[config.mk]
export PLATFORM = sky130hd
export DESIGN_NAME = joystick_key_event_filter_flat
export DESIGN_NICKNAME = d
export VERILOG_FILES = /design/src/hdl/jkef_pkg.sv /design/src/hdl/jkef_if.sv /design/src/hdl/joystick_key_event_filter.sv /design/src/hdl/jkef_front.sv /design/src/hdl/jkef_queue.sv /design/src/hdl/jkef_back.sv /design/src/flat_wrapper.sv
export SDC_FILE = /design/constraint.sdc
export NUM_CORES = 1
export LEC_CHECK = 0
export CORE_ASPECT_RATIO = 1.2
export CORE_MARGIN = 2
export CORE_UTILIZATION = 45
export DETAILED_ROUTE_END_ITERATION = 8
export DONT_BUFFER_PORTS = 1
export PLACE_DENSITY_LB_ADDON = 0.12
export SLEW_MARGIN = 5
export SYNTH_ARGS = -nofsm -noshare
export SYNTH_HDL_FRONTEND = slang
export SYNTH_SLANG_ARGS = --single-unit
[constraint.sdc]
create_clock -name i_clk -period 8.3 [get_ports i_clk]
set_input_delay 1.66 -clock i_clk [delete_from_list [all_inputs] [get_ports i_clk]]
set_output_delay 1.66 -clock i_clk [all_outputs]
set_load 0.03 [all_outputs]
[src/hdl/jkef_pkg.sv]
// Shared types and constants for the joystick key event filter.
// No dependencies; every other file of the block refers to this package.
package jkef_pkg;

    // Widths of the fields and registers
    localparam int unsigned PORT_W       = 8;
    localparam int unsigned KEY_CODE_W   = 4;
    localparam int unsigned TICK_W       = 16;
    localparam int unsigned CFG_IDX_W    = 2;
    localparam int unsigned SIDE_KEY_CNT = 4;

    // Request types
    localparam logic REQ_SNAPSHOT = 1'b0;
    localparam logic REQ_TICK     = 1'b1;

    // Configuration register indexes
    localparam logic [CFG_IDX_W-1:0] CFG_ENTER_DELAY   = 2'd0;
    localparam logic [CFG_IDX_W-1:0] CFG_RELEASE_DELAY = 2'd1;

    // Configuration reset values
    localparam logic [TICK_W-1:0] ENTER_DELAY_RST   = 16'd200;
    localparam logic [TICK_W-1:0] RELEASE_DELAY_RST = 16'd80;
    localparam logic [TICK_W-1:0] TICK_MAX          = 16'hFFFF;

    // Joystick port bit positions
    localparam int unsigned JOY_BIT_BUTTON = 0;
    localparam int unsigned JOY_BIT_DOWN   = 1;
    localparam int unsigned JOY_BIT_LEFT   = 2;
    localparam int unsigned JOY_BIT_UP     = 3;
    localparam int unsigned JOY_BIT_RIGHT  = 4;

    // Joystick key identifiers: none, else key code plus one
    typedef logic [2:0] t_key_id;
    localparam t_key_id KEY_ID_NONE  = 3'd0;
    localparam t_key_id KEY_ID_UP    = 3'd1;
    localparam t_key_id KEY_ID_DOWN  = 3'd2;
    localparam t_key_id KEY_ID_LEFT  = 3'd3;
    localparam t_key_id KEY_ID_RIGHT = 3'd4;
    localparam t_key_id KEY_ID_ENTER = 3'd5;

    // First side key code (top left); the others follow in port bit order
    localparam logic [KEY_CODE_W-1:0] KEY_CODE_SIDE_BASE = 4'd5;

    // All events caused by one input item
    typedef struct packed {
        logic                    joy_vld;
        logic [KEY_CODE_W-1:0]   joy_code;
        logic                    joy_pressed;
        logic [SIDE_KEY_CNT-1:0] side_mask;
        logic [SIDE_KEY_CNT-1:0] side_pressed;
    } t_evt_bundle;

endpackage

[src/hdl/jkef_if.sv]
// Handshake channel interfaces: input items, result events, register writes.
// Depends on jkef_pkg for field widths.
interface jkef_in_if;
    logic                            valid;
    logic                            ready;
    logic                            req_type;
    logic [jkef_pkg::PORT_W-1:0]     joystick_port;
    logic [jkef_pkg::PORT_W-1:0]     key_port;

    modport source (output valid, req_type, joystick_port, key_port, input ready);
    modport sink   (input valid, req_type, joystick_port, key_port, output ready);
endinterface

interface jkef_evt_if;
    logic                            valid;
    logic                            ready;
    logic [jkef_pkg::KEY_CODE_W-1:0] key_code;
    logic                            pressed;
    logic                            last_event;

    modport source (output valid, key_code, pressed, last_event, input ready);
    modport sink   (input valid, key_code, pressed, last_event, output ready);
endinterface

interface jkef_cfg_if;
    logic                            valid;
    logic                            ready;
    logic [jkef_pkg::CFG_IDX_W-1:0]  index;
    logic [jkef_pkg::TICK_W-1:0]     data;

    modport source (output valid, index, data, input ready);
    modport sink   (input valid, index, data, output ready);
endinterface

[src/hdl/joystick_key_event_filter.sv]
// Joystick key event filter: an item is classified combinationally and its
// event bundle, if any, is queued at the transfer; the back end moves the
// events into the output register. Throughput: one item per cycle while
// the bundle queue has room, and one event per cycle while o_evt.ready is high.
// Reset (synchronous, active low) clears key state, timers, queue and output,
// and loads enter delay 200 and release delay 80. Depends on jkef_pkg, jkef_if.
module joystick_key_event_filter #(
    parameter int unsigned QUEUE_DEPTH = 4
) (
    input  logic        i_clk,
    input  logic        i_rst_n,
    jkef_in_if.sink     i_in,
    jkef_cfg_if.sink    i_cfg,
    jkef_evt_if.source  o_evt
);

    logic                  push;
    logic                  pop;
    logic                  q_full;
    logic                  q_valid;
    jkef_pkg::t_evt_bundle push_bundle;
    jkef_pkg::t_evt_bundle head_bundle;

    // Classify items and keep the key state
    jkef_front u_front (
        .i_clk    (i_clk),
        .i_rst_n  (i_rst_n),
        .i_in     (i_in),
        .i_cfg    (i_cfg),
        .i_q_full (q_full),
        .o_push   (push),
        .o_bundle (push_bundle)
    );

    // Bundle queue between front and back
    jkef_queue #(
        .DEPTH (QUEUE_DEPTH)
    ) u_queue (
        .i_clk    (i_clk),
        .i_rst_n  (i_rst_n),
        .i_push   (push),
        .i_bundle (push_bundle),
        .i_pop    (pop),
        .o_full   (q_full),
        .o_valid  (q_valid),
        .o_bundle (head_bundle)
    );

    // Serialize events to the output
    jkef_back u_back (
        .i_clk     (i_clk),
        .i_rst_n   (i_rst_n),
        .i_q_valid (q_valid),
        .i_bundle  (head_bundle),
        .o_pop     (pop),
        .o_evt     (o_evt)
    );

endmodule

[src/hdl/jkef_front.sv]
// Front end: takes snapshots and ticks, keeps the key state and timers,
// and pushes one event bundle per item that causes events. Uses jkef_pkg.
module jkef_front (
    input  logic                  i_clk,
    input  logic                  i_rst_n,
    jkef_in_if.sink               i_in,
    jkef_cfg_if.sink              i_cfg,
    input  logic                  i_q_full,
    output logic                  o_push,
    output jkef_pkg::t_evt_bundle o_bundle
);

    logic [jkef_pkg::TICK_W-1:0]     r_enter_delay;
    logic [jkef_pkg::TICK_W-1:0]     r_release_delay;
    logic [2*jkef_pkg::PORT_W-1:0]   r_prev, n_prev;
    jkef_pkg::t_key_id               r_active, n_active;
    jkef_pkg::t_key_id               r_queued, n_queued;
    logic                            r_pending, n_pending;
    logic [jkef_pkg::TICK_W-1:0]     r_count, n_count;
    logic [jkef_pkg::TICK_W-1:0]     r_tsv, n_tsv;

    logic [jkef_pkg::PORT_W-1:0]     jch;
    logic [jkef_pkg::PORT_W-1:0]     kch;
    jkef_pkg::t_key_id               sel_key;
    logic                            sel_vld;
    logic                            sel_press;
    logic                            accept;
    jkef_pkg::t_evt_bundle           bundle;

    assign i_cfg.ready = 1'b1;
    assign i_in.ready  = !i_q_full;
    assign accept      = i_in.valid && !i_q_full;

    // Edge detect against the previous snapshot
    assign jch = i_in.joystick_port ^ r_prev[2*jkef_pkg::PORT_W-1:jkef_pkg::PORT_W];
    assign kch = i_in.key_port ^ r_prev[jkef_pkg::PORT_W-1:0];

    // Highest-priority changed joystick line; button gated by enter delay
    always_comb begin
        sel_key   = jkef_pkg::KEY_ID_NONE;
        sel_vld   = 1'b0;
        sel_press = 1'b0;
        if (jch[jkef_pkg::JOY_BIT_UP]) begin
            sel_key   = jkef_pkg::KEY_ID_UP;
            sel_vld   = 1'b1;
            sel_press = i_in.joystick_port[jkef_pkg::JOY_BIT_UP];
        end else if (jch[jkef_pkg::JOY_BIT_DOWN]) begin
            sel_key   = jkef_pkg::KEY_ID_DOWN;
            sel_vld   = 1'b1;
            sel_press = i_in.joystick_port[jkef_pkg::JOY_BIT_DOWN];
        end else if (jch[jkef_pkg::JOY_BIT_LEFT]) begin
            sel_key   = jkef_pkg::KEY_ID_LEFT;
            sel_vld   = 1'b1;
            sel_press = i_in.joystick_port[jkef_pkg::JOY_BIT_LEFT];
        end else if (jch[jkef_pkg::JOY_BIT_RIGHT]) begin
            sel_key   = jkef_pkg::KEY_ID_RIGHT;
            sel_vld   = 1'b1;
            sel_press = i_in.joystick_port[jkef_pkg::JOY_BIT_RIGHT];
        end else if (jch[jkef_pkg::JOY_BIT_BUTTON]) begin
            sel_key   = jkef_pkg::KEY_ID_ENTER;
            sel_vld   = (r_active == jkef_pkg::KEY_ID_ENTER) || (r_tsv > r_enter_delay);
            sel_press = i_in.joystick_port[jkef_pkg::JOY_BIT_BUTTON];
        end
    end

    // Next state and event bundle for the item on the input
    always_comb begin
        n_prev    = r_prev;
        n_active  = r_active;
        n_queued  = r_queued;
        n_pending = r_pending;
        n_count   = r_count;
        n_tsv     = r_tsv;
        bundle    = '0;
        if (i_in.req_type == jkef_pkg::REQ_TICK) begin
            if (r_tsv != jkef_pkg::TICK_MAX) begin
                n_tsv = r_tsv + 1'b1;
            end
            if (r_pending) begin
                if (r_count <= jkef_pkg::TICK_W'(1)) begin
                    n_count   = '0;
                    n_pending = 1'b0;
                    if (r_queued != jkef_pkg::KEY_ID_NONE) begin
                        bundle.joy_vld     = 1'b1;
                        bundle.joy_code    = jkef_pkg::KEY_CODE_W'(r_queued - 1'b1);
                        bundle.joy_pressed = 1'b0;
                        n_queued = jkef_pkg::KEY_ID_NONE;
                        n_active = jkef_pkg::KEY_ID_NONE;
                        n_tsv    = '0;
                    end
                end else begin
                    n_count = r_count - 1'b1;
                end
            end
        end else begin
            if (sel_vld) begin
                if (sel_press) begin
                    if (r_active == jkef_pkg::KEY_ID_NONE) begin
                        bundle.joy_vld     = 1'b1;
                        bundle.joy_code    = jkef_pkg::KEY_CODE_W'(sel_key - 1'b1);
                        bundle.joy_pressed = 1'b1;
                        n_active = sel_key;
                        n_tsv    = '0;
                    end else if (r_active == sel_key && r_queued == sel_key) begin
                        n_queued = jkef_pkg::KEY_ID_NONE;
                    end
                end else if (r_active == sel_key && r_queued == jkef_pkg::KEY_ID_NONE) begin
                    n_queued = sel_key;
                    if (!r_pending) begin
                        n_pending = 1'b1;
                        n_count   = r_release_delay;
                    end
                end
            end
            // Side keys reported directly
            bundle.side_mask    = kch[jkef_pkg::SIDE_KEY_CNT-1:0];
            bundle.side_pressed = i_in.key_port[jkef_pkg::SIDE_KEY_CNT-1:0];
            n_prev = {i_in.joystick_port, i_in.key_port};
        end
    end

    assign o_bundle = bundle;
    assign o_push   = accept && (bundle.joy_vld || (|bundle.side_mask));

    // Configuration registers
    always_ff @(posedge i_clk) begin
        if (!i_rst_n) begin
            r_enter_delay   <= jkef_pkg::ENTER_DELAY_RST;
            r_release_delay <= jkef_pkg::RELEASE_DELAY_RST;
        end else if (i_cfg.valid) begin
            case (i_cfg.index)
                jkef_pkg::CFG_ENTER_DELAY:   r_enter_delay   <= i_cfg.data;
                jkef_pkg::CFG_RELEASE_DELAY: r_release_delay <= i_cfg.data;
                default: ;
            endcase
        end
    end

    // Key and timer state, updated on each transfer
    always_ff @(posedge i_clk) begin
        if (!i_rst_n) begin
            r_prev    <= '0;
            r_active  <= jkef_pkg::KEY_ID_NONE;
            r_queued  <= jkef_pkg::KEY_ID_NONE;
            r_pending <= 1'b0;
            r_count   <= '0;
            r_tsv     <= '0;
        end else if (accept) begin
            r_prev    <= n_prev;
            r_active  <= n_active;
            r_queued  <= n_queued;
            r_pending <= n_pending;
            r_count   <= n_count;
            r_tsv     <= n_tsv;
        end
    end

endmodule

[src/hdl/jkef_queue.sv]
// Short FIFO of event bundles between the front and back ends.
// Uses jkef_pkg for the bundle type.
module jkef_queue #(
    parameter int unsigned DEPTH = 4
) (
    input  logic                  i_clk,
    input  logic                  i_rst_n,
    input  logic                  i_push,
    input  jkef_pkg::t_evt_bundle i_bundle,
    input  logic                  i_pop,
    output logic                  o_full,
    output logic                  o_valid,
    output jkef_pkg::t_evt_bundle o_bundle
);

    localparam int unsigned PTR_W = (DEPTH > 1) ? $clog2(DEPTH) : 1;
    localparam int unsigned CNT_W = $clog2(DEPTH + 1);

    jkef_pkg::t_evt_bundle r_mem [DEPTH];
    logic [PTR_W-1:0]      r_wr_ptr;
    logic [PTR_W-1:0]      r_rd_ptr;
    logic [CNT_W-1:0]      r_count;
    logic                  do_push;
    logic                  do_pop;

    assign o_full   = (r_count == CNT_W'(DEPTH));
    assign o_valid  = (r_count != '0);
    assign o_bundle = r_mem[r_rd_ptr];
    assign do_push  = i_push && !o_full;
    assign do_pop   = i_pop && o_valid;

    // Storage
    always_ff @(posedge i_clk) begin
        if (do_push) begin
            r_mem[r_wr_ptr] <= i_bundle;
        end
    end

    // Pointers and fill count
    always_ff @(posedge i_clk) begin
        if (!i_rst_n) begin
            r_wr_ptr <= '0;
            r_rd_ptr <= '0;
            r_count  <= '0;
        end else begin
            if (do_push) begin
                r_wr_ptr <= (r_wr_ptr == PTR_W'(DEPTH - 1)) ? '0 : r_wr_ptr + 1'b1;
            end
            if (do_pop) begin
                r_rd_ptr <= (r_rd_ptr == PTR_W'(DEPTH - 1)) ? '0 : r_rd_ptr + 1'b1;
            end
            if (do_push && !do_pop) begin
                r_count <= r_count + 1'b1;
            end else if (do_pop && !do_push) begin
                r_count <= r_count - 1'b1;
            end
        end
    end

endmodule

[src/hdl/jkef_back.sv]
// Back end: walks the queue head bundle one event per cycle, unless the output
// stalls, into a registered output stage; marks the last event. Uses jkef_pkg.
module jkef_back (
    input  logic                  i_clk,
    input  logic                  i_rst_n,
    input  logic                  i_q_valid,
    input  jkef_pkg::t_evt_bundle i_bundle,
    output logic                  o_pop,
    jkef_evt_if.source            o_evt
);

    logic                                r_joy_done;
    logic [jkef_pkg::SIDE_KEY_CNT-1:0]   r_side_done;
    logic                                r_out_vld;
    logic [jkef_pkg::KEY_CODE_W-1:0]     r_out_code;
    logic                                r_out_pressed;
    logic                                r_out_last;

    logic                                joy_left;
    logic [jkef_pkg::SIDE_KEY_CNT-1:0]   side_left;
    logic [jkef_pkg::SIDE_KEY_CNT-1:0]   side_pick;
    logic [jkef_pkg::KEY_CODE_W-1:0]     sel_code;
    logic                                sel_pressed;
    logic                                sel_last;
    logic                                load;

    assign joy_left  = i_bundle.joy_vld && !r_joy_done;
    assign side_left = i_bundle.side_mask & ~r_side_done;

    // Pick the next event: joystick first, then side keys in bit order
    always_comb begin
        side_pick   = '0;
        sel_code    = i_bundle.joy_code;
        sel_pressed = i_bundle.joy_pressed;
        for (int i = jkef_pkg::SIDE_KEY_CNT - 1; i >= 0; i--) begin
            if (side_left[i]) begin
                side_pick = jkef_pkg::SIDE_KEY_CNT'(1) << i;
            end
        end
        if (joy_left) begin
            sel_last = !(|side_left);
        end else begin
            sel_last = !(|(side_left & ~side_pick));
            for (int i = 0; i < jkef_pkg::SIDE_KEY_CNT; i++) begin
                if (side_pick[i]) begin
                    sel_code    = jkef_pkg::KEY_CODE_SIDE_BASE + jkef_pkg::KEY_CODE_W'(i);
                    sel_pressed = i_bundle.side_pressed[i];
                end
            end
        end
    end

    assign load  = i_q_valid && (!r_out_vld || o_evt.ready);
    assign o_pop = load && sel_last;

    // Progress through the head bundle
    always_ff @(posedge i_clk) begin
        if (!i_rst_n) begin
            r_joy_done  <= 1'b0;
            r_side_done <= '0;
        end else if (load) begin
            if (sel_last) begin
                r_joy_done  <= 1'b0;
                r_side_done <= '0;
            end else if (joy_left) begin
                r_joy_done  <= 1'b1;
            end else begin
                r_side_done <= r_side_done | side_pick;
            end
        end
    end

    // Output register
    always_ff @(posedge i_clk) begin
        if (!i_rst_n) begin
            r_out_vld <= 1'b0;
        end else if (load) begin
            r_out_vld <= 1'b1;
        end else if (o_evt.ready) begin
            r_out_vld <= 1'b0;
        end
    end

    always_ff @(posedge i_clk) begin
        if (load) begin
            r_out_code    <= sel_code;
            r_out_pressed <= sel_pressed;
            r_out_last    <= sel_last;
        end
    end

    assign o_evt.valid      = r_out_vld;
    assign o_evt.key_code   = r_out_code;
    assign o_evt.pressed    = r_out_pressed;
    assign o_evt.last_event = r_out_last;

endmodule

[src/flat_wrapper.sv]
// flat-port wrapper written by rule: the top's interface ports become plain ports
module joystick_key_event_filter_flat 
#(
    parameter int unsigned QUEUE_DEPTH = 4
)
  (i_clk, i_rst_n, i_in_valid, i_in_req_type, i_in_joystick_port, i_in_key_port, i_in_ready, i_cfg_valid, i_cfg_index, i_cfg_data, i_cfg_ready, o_evt_valid, o_evt_key_code, o_evt_pressed, o_evt_last_event, o_evt_ready);
  jkef_in_if i_in_i ();
  jkef_cfg_if i_cfg_i ();
  jkef_evt_if o_evt_i ();
  input  logic i_clk;
  input  logic i_rst_n;
  input wire logic [$bits(i_in_i.valid)-1:0] i_in_valid;
  input wire logic [$bits(i_in_i.req_type)-1:0] i_in_req_type;
  input wire logic [$bits(i_in_i.joystick_port)-1:0] i_in_joystick_port;
  input wire logic [$bits(i_in_i.key_port)-1:0] i_in_key_port;
  output wire logic [$bits(i_in_i.ready)-1:0] i_in_ready;
  input wire logic [$bits(i_cfg_i.valid)-1:0] i_cfg_valid;
  input wire logic [$bits(i_cfg_i.index)-1:0] i_cfg_index;
  input wire logic [$bits(i_cfg_i.data)-1:0] i_cfg_data;
  output wire logic [$bits(i_cfg_i.ready)-1:0] i_cfg_ready;
  output wire logic [$bits(o_evt_i.valid)-1:0] o_evt_valid;
  output wire logic [$bits(o_evt_i.key_code)-1:0] o_evt_key_code;
  output wire logic [$bits(o_evt_i.pressed)-1:0] o_evt_pressed;
  output wire logic [$bits(o_evt_i.last_event)-1:0] o_evt_last_event;
  input wire logic [$bits(o_evt_i.ready)-1:0] o_evt_ready;
  assign i_in_i.valid = i_in_valid;
  assign i_in_i.req_type = i_in_req_type;
  assign i_in_i.joystick_port = i_in_joystick_port;
  assign i_in_i.key_port = i_in_key_port;
  assign i_in_ready = i_in_i.ready;
  assign i_cfg_i.valid = i_cfg_valid;
  assign i_cfg_i.index = i_cfg_index;
  assign i_cfg_i.data = i_cfg_data;
  assign i_cfg_ready = i_cfg_i.ready;
  assign o_evt_valid = o_evt_i.valid;
  assign o_evt_key_code = o_evt_i.key_code;
  assign o_evt_pressed = o_evt_i.pressed;
  assign o_evt_last_event = o_evt_i.last_event;
  assign o_evt_i.ready = o_evt_ready;
  joystick_key_event_filter #(.QUEUE_DEPTH(QUEUE_DEPTH)) u_core (.i_clk(i_clk), .i_rst_n(i_rst_n), .i_in(i_in_i), .i_cfg(i_cfg_i), .o_evt(o_evt_i));
endmodule
* Yosys cells after proc, flatten, opt, wreduce, memory -nomap -nowiden
Memories as Yosys holds them, arrays and structs flattened. A register that Yosys moved wholly into a read port is not among the register bits.
Index checks and enable logic that the tools add are counted.
Widths: inputs -> output; s select.
** Word-level totals
- Output and inout bits :: 9
- RAM bits :: 56
- Register bits after elaboration :: 103
- Input bits :: 40
- Memories :: 1
- Logic and storage cells :: 185
** Operators by class
- Multiplexer cells :: 86
- Bitwise operators :: 8
- Eq/ne operators :: 16
- Magnitude comparators :: 2
- Add/subtract/negate cells :: 8
- Reductions and logical operators :: 47
** Memories
- u_core.u_queue.r_mem :: words 4, bits a word 14, rd ports 1, clocked after Yosys merged registers in 1, write ports 1, RTL line jkef_queue.sv:19 : jkef_pkg::t_evt_bundle r_mem [DEPTH];
** Operators by type and width (number)
- $mux 16 :: 15
- $mux 3 :: 20
- $mux 4 :: 11
- $mux 6 :: 7
- $mux 1 :: 28
- $add 16x1->16 const B :: 1
- $gt 16x16->1 :: 1
- $le 16x1->1 const B :: 1
- $ne 16x16->1 const B :: 1
- $sub 16x1->16 const B :: 1
- $reduce_bool 2->1 :: 7
- $reduce_or 4->1 :: 3
- $logic_and 1x1->1 :: 11
- $reduce_and 2->1 :: 5
- $reduce_bool 3->1 :: 3
- $and 4x4->4 :: 2
- $mux 2 :: 4
- $mux 8 :: 1
- $ne 2x1->1 const B :: 4
- $not 4->4 :: 2
- $reduce_and 4->1 :: 2
- $reduce_and 8->1 :: 1
- $sub 3x1->4 const B :: 2
- $logic_not 1->1 :: 7
- 19 further kinds :: 27

* Depth between registers and ports, before layout
- Word-level depth :: 18
- Gate-level depth with buffers :: 15
- Mapped depth without buffers :: 14

* By module
A second synthesis with hierarchy kept.
** Second synthesis, totals
- Cell total of the unflattened synthesis :: 828
- Area total of the unflattened synthesis :: 7971.4 sq um
** By module, submodules not included
- jkef_front :: area an instance 4737.0 sq um, sequential area each 1601.5 sq um, cells each 626, instances 1
- jkef_queue :: area an instance 2516.2 sq um, sequential area each 1861.8 sq um, cells each 124, instances 1
- jkef_back :: area an instance 718.2 sq um, sequential area each 300.3 sq um, cells each 78, instances 1

* Worst setup path before layout
OpenSTA, ideal clock, no wires.
- Path type :: in2reg
- Start :: in i_in_joystick_port[2]
- End :: reg u_core.u_queue.r_count[2]
- Data arrival time :: 3.911 ns
- Library setup time :: 0.070 ns
- Path buffers :: 1
- Cell stages on the path :: 12
- Data required time :: 8.230 ns
- Setup slack :: 4.319 ns
- Cells stage by stage :: xnor2_1 > nand2_1 > nor3_1 > nand2_1 > a31o_1 > buf_6 > ha_1 > inv_1 > fa_1 > xor2_1 > or3_1 > a21oi_1
** Between the ends
- Cells in the longest elaborated chain, start to end :: 13
- Elaborated cells on any way between the ends :: 18
- Classes of those cells :: mux (10); bitwise (1); reduce/logical (7)
** RTL lines
- start, declared :: RTL line flat_wrapper.sv:14 : input wire logic [$bits(i_in_i.joystick_port)-1:0] i_in_joystick_port;
- $xor 5x5->5 :: RTL line jkef_front.sv:35 : assign jch = i_in.joystick_port ^ r_prev[2*jkef_pkg::PORT_W-1:jkef_pkg::PORT_W];
- $mux 1 :: RTL line jkef_front.sv:51 : end else if (jch[jkef_pkg::JOY_BIT_LEFT]) begin
- $mux 1 :: RTL line jkef_front.sv:47 : end else if (jch[jkef_pkg::JOY_BIT_DOWN]) begin
- $mux 1 :: RTL line jkef_front.sv:43 : if (jch[jkef_pkg::JOY_BIT_UP]) begin
- $mux 6 :: RTL line jkef_front.sv:97 : if (sel_press) begin
- $mux 6 * :: RTL line jkef_front.sv:96 : if (sel_vld) begin
- $mux 6 * :: RTL line jkef_front.sv:75 : if (i_in.req_type == jkef_pkg::REQ_TICK) begin
- $logic_or 1x1->1 * :: RTL line jkef_front.sv:123 : assign o_push = accept && (bundle.joy_vld || (|bundle.side_mask));
- $logic_and 1x1->1 * :: RTL line jkef_front.sv:123
- $logic_and 1x1->1 * :: RTL line jkef_queue.sv:29 : assign do_push = i_push && !o_full;
- named net u_core.u_queue.do_push :: RTL line jkef_queue.sv:23 : logic do_push;
- $logic_not 1->1 :: RTL line jkef_queue.sv:54 : end else if (do_pop && !do_push) begin
- $logic_and 1x1->1 :: RTL line jkef_queue.sv:54
- $reduce_bool 2->1 (no source line)
- end signal, assigned :: RTL line jkef_queue.sv:53 : r_count <= r_count + 1'b1;
- end signal, assigned :: RTL line jkef_queue.sv:55 : r_count <= r_count - 1'b1;
- end, declared :: RTL line jkef_queue.sv:22 : logic [CNT_W-1:0] r_count;
The timed path passes the listed nets; every way through them passes the cells marked *.
A chain may end at the register's enable or synchronous reset.

* Final worst setup path
- Start :: reg u_core.u_front.r_count[10] (netlist name)
- End :: reg u_core.u_queue.r_count[2]
** Between the ends
- Cells in the longest elaborated chain, start to end :: 10
- Elaborated cells on any way between the ends :: 12
- Classes of those cells :: order compare (1); mux (4); reduce/logical (7)
** RTL lines
- start, declared :: RTL line jkef_front.sv:19 : logic [jkef_pkg::TICK_W-1:0] r_count, n_count;
- start signal, assigned :: RTL line jkef_front.sv:153 : r_count <= n_count;
- $le 16x1->1 * :: RTL line jkef_front.sv:80 : if (r_count <= jkef_pkg::TICK_W'(1)) begin
- $mux 6 * :: RTL line jkef_front.sv:80
- $mux 6 * :: RTL line jkef_front.sv:79 : if (r_pending) begin
- $mux 6 * :: RTL line jkef_front.sv:75
- $logic_or 1x1->1 * :: RTL line jkef_front.sv:123
- $logic_and 1x1->1 * :: RTL line jkef_front.sv:123
- $logic_and 1x1->1 * :: RTL line jkef_queue.sv:29
- $logic_not 1->1 :: RTL line jkef_queue.sv:54
- $logic_and 1x1->1 :: RTL line jkef_queue.sv:54
- $reduce_bool 2->1 (no source line)
Mark *: on every way between the ends. The rest lies on a longest branch, timed or not.

==> results.sh <==
export IMPL_outcome="finished, final reports clean"
export IMPL_asyncSetResetFlopFracSynth_pct=0
export IMPL_n_antenna_cell=0
export IMPL_detail_route_first_pass_iterations=5
export IMPL_critPathMaxFanout=9
export IMPL_ant_nets=0
export IMPL_min_period_ns=4.03
export IMPL_cts_tree="yes"
export IMPL_worst_r2r_startpoint="u_core.u_front.r_count[10]"
export IMPL_wire_length_of_the_first_global_routing_pass_um=31700
export IMPL_hpwl_um=13500
export IMPL_timing_final_hold_violations=0
export IMPL_placeableCoreArea_sq_mm=0.0175
export IMPL_area_growth_pct=8.75
export IMPL_critical_path_required_ns=8.66
export IMPL_post_route_worst_setup_slack_ns=4.27
export IMPL_worst_hold_path_startpoint="u_core.u_front.r_enter_delay[9]"
export IMPL_layoutNonFillerInstCount=1069
export IMPL_post_cts_buffers=0
export IMPL_cp_end_kind="flip-flop"
export IMPL_postCtsResizedCells=0
export IMPL_power_density_mw_per_mm2=250
export IMPL_ys_seq_area_share_pct=47.0
export IMPL_place_gp_congestion=0.867
export IMPL_ctsRootBufferMaster="clkbuf_16"
export IMPL_clk_transition_reported_paths_ns=0.07
export IMPL_critPathSlowestCell="or3_1"
export IMPL_placed_insts=1037
export IMPL_drt_initial_drc_count=439
export IMPL_flip_flop_and_latch_count_after_synthesis=157
export IMPL_vias=6232
export IMPL_pre_cts_ws_ns=3.87
export IMPL_start_util_pct=45.7
export IMPL_antenna_found_initial=0
export IMPL_filler_cell_count=1670
export IMPL_regArea_sq_mm=0.00376
export IMPL_worst_ir_drop_vdd_v=0.000134
export IMPL_clk_insertion_delay_late_ns=0.42
export IMPL_relSlewSlack_pct=32.4
export IMPL_overall_global_routing_resource_usage_pct=21.2
export IMPL_timing_final_setup_violations=0
export IMPL_maximum_number_of_pins_on_one_net_before_global_route_repair=60
export IMPL_timing_hold_worst_class="flip-flop to flip-flop"
export IMPL_drcViolationCount=0
export IMPL_maxcap_viol_count=0
export IMPL_crit_arrival_ns=4.39
export IMPL_path_buf_inv=1
export IMPL_share_of_layout_cells_above_drive_strength_1_pct=7.66
export IMPL_hold_path_end="u_core.u_front.r_enter_delay[9]"
export IMPL_r2r_end="u_core.u_queue.r_count[2]"
export IMPL_cts_hold_fix_buffers=0
export IMPL_period_share_pct=48.6
export IMPL_fp_dieW_um=126
export IMPL_rsz0062_at_grt="false"
export IMPL_vias_in_the_first_global_route=6322
export IMPL_synthesis_instances=859
export IMPL_setup_tns_final_ns=0
export IMPL_num_io_pins=49
export IMPL_report_final_slew_viol_count=0
export IMPL_cp_cell_sequence="or3_4 -> or4_4 -> or3_1 -> or3_4 -> a21oi_2 -> a31o_1 -> ha_1 -> inv_1 -> fa_1 -> xor2_1 -> or3_1 -> a21oi_1"
export IMPL_worst_path_largest_cell_delay_ns=0.55
export IMPL_placementRows=53
export IMPL_synth_distinct_cells=69
export IMPL_worstRegToRegCells=12
export IMPL_hold_path_depth=2
export IMPL_start_to_end_type_of_the_worst_setup_path="flip-flop to flip-flop"
export IMPL_detail_route_vias_per_cell=5.83
export IMPL_die_height_um=150
export IMPL_numCtsBuffers=17
export IMPL_syn_nets=929
export IMPL_port_buffers=0
export IMPL_wl_per_cell_um=18.1
export IMPL_multi_input_comb_area_sq_mm=0.00389
export IMPL_synthesis_area_sq_mm=0.00801
export IMPL_avgSynthCellArea_sq_um=9.32
export IMPL_start_kind="flip-flop"
export IMPL_cts_max_level=4
export IMPL_wirelength_um=19300
export IMPL_clockBufferDepth=2
export IMPL_full_die_area_sq_mm=0.0189
export IMPL_power_leakage_nw=3.12
export IMPL_timing_critical_path_max_delay_family="simple AND/OR/NAND/NOR gates"
export IMPL_ys_flop_type="dfxtp_1"
export IMPL_ys_warn_count=0
export IMPL_fmax_ghz=0.248
export IMPL_worstMarginPinSlew_ns=1.01
export IMPL_regToRegSetupSlack_ns=4.27
export IMPL_tritoncts_sink_count=157
export IMPL_finalClockSkew_ns=0.00672
export IMPL_grt_ovfl_total=0
export IMPL_layout_nets=906
export IMPL_synth_edf_count=62
==> per-layer routing <==
layer	global-route usage [%]	vias to the layer above	wire, um
met5	0	-	0
met3	4.55	26	727
li1	-	3066	-
met1	23.9	3005	7960
met2	39.1	135	10200
met4	8.41	0	397
==> where the power goes <==
part	total [mW]	internal, mW	switching, mW
clock	0.779	0.447	0.333
combinational	0.415	0.161	0.255
sequential	0.984	0.902	0.0821
total	2.18	1.51	0.669
==> synth_stat cells (9+ instances only) <==
master    number  share of area [%]
o21ai_0       48                3.0
dfxtp_1       95                 24
nor2_1        42                2.0
ha_1          29                4.5
o32ai_1       10                1.1
mux2i_1       12                1.5
nor2b_1       15                1.2
nand3_1       17                1.1
clkbuf_1      33                1.5
a21oi_1       78                4.9
nand4_1       10               0.78
xnor2_1       13                1.4
nand2_1      150                7.0
or3_1          9               0.70
o211ai_1      11                1.0
nor3_1        19                1.2
edfxtp_1      62                 23
inv_1         47                2.2
a31oi_1       11               0.86
nor4_1         9               0.70
and3_1         9               0.70
mux4_2        14                3.9
and2_1        11               0.86
==> through the flow <==
| step | cell area [sq um] | power [mW] | hold slack (ns) | utilization, % |
|---|---|---|---|---|
| 6_report | 8710 | 2.18 | 0.453 | 49.7 |
| 3_3_place_gp | 8120 | 1.40 | 0.440 | 46.4 |
| 5_1_grt | 8710 | 2.29 | 0.474 | 49.7 |
| 2_1_floorplan | 8010 | 1.32 | 0.428 | - |
| 3_5_place_dp | 8120 | 1.42 | 0.446 | 46.4 |
| 4_1_cts | 8710 | 2.20 | 0.457 | 49.7 |
==> how the worst max path moves through the flow <==
stage,start,end,slack [ns],depth (start not counted)
3_5_place_dp,i_in_joystick_port[2],u_core.u_queue.r_count[2],3.87,11
3_3_place_gp,i_in_joystick_port[2],u_core.u_queue.r_count[2],3.90,11
5_1_grt,i_in_joystick_port[2],u_core.u_queue.r_count[2],3.97,11
6_report,u_core.u_front.r_count[10],u_core.u_queue.r_count[2],4.27,12
4_1_cts,u_core.u_front.r_count[10],u_core.u_queue.r_count[2],4.26,12
2_1_floorplan,i_in_joystick_port[2],u_core.u_queue.r_count[2],4.32,12
==> cell usage in the layout, fill, tap and decap left out, types with 12 or more instances in the layout <==
master / n
nand2_1: 150
dfxtp_1: 95
a21oi_1: 78
edfxtp_1: 62
o21ai_0: 48
inv_1: 46
nor2_1: 42
ha_1: 29
nor3_1: 19
nand3_1: 17
clkbuf_16: 17
nor2b_1: 15
mux4_2: 14
xnor2_1: 13
mux2i_1: 12
==> cells by family after synthesis <==
kind of cell               Yosys count  share of synthesized area [%]
and+or+nand+nor                    320                           19.0
xor gates and xnor gates            19                           2.08
adders and majority gates           31                           4.91
DFF                                157                           47.0
buffers and inverters               91                           4.47
AOI/OAI and AO/OA                  213                           17.0
other                                1                         0.0468
muxes                               27                           5.58
==> state kept, by name (all words and copies together), names as in the netlist, 2 cells and up, named ones only <==
signal and count:
u_core.u_queue.r_mem 56, u_core.u_queue.r_wr_ptr 2, u_core.u_back.r_side_done 4, u_core.u_front.r_count 16, u_core.u_back.o_evt.key_code 4, u_core.u_front.r_enter_delay 16, u_core.u_front.r_active 3, u_core.u_front.r_prev 9
u_core.u_front.r_queued 3, u_core.u_queue.r_rd_ptr 2, u_core.u_front.r_tsv 16, u_core.u_front.r_release_delay 16, u_core.u_queue.r_count 3
==> layout make-up <==
type	instances	area share [%]
repair buffers	2	0.172
multi-input cells	611	44.7
inverters	47	2.03
well taps	220	3.16
clock inverters	15	1.85
flip-flops and latches	157	43.2
clock buffers	17	4.88
==> worst min-delay path: cells and delay by family, from the launching register on <==
kind	cells	cell delay (ns)
compound gates	1	0.05
flops	1	0.31
simple gates	1	0.05
No activity file was read; power rests on OpenSTA's default activity.
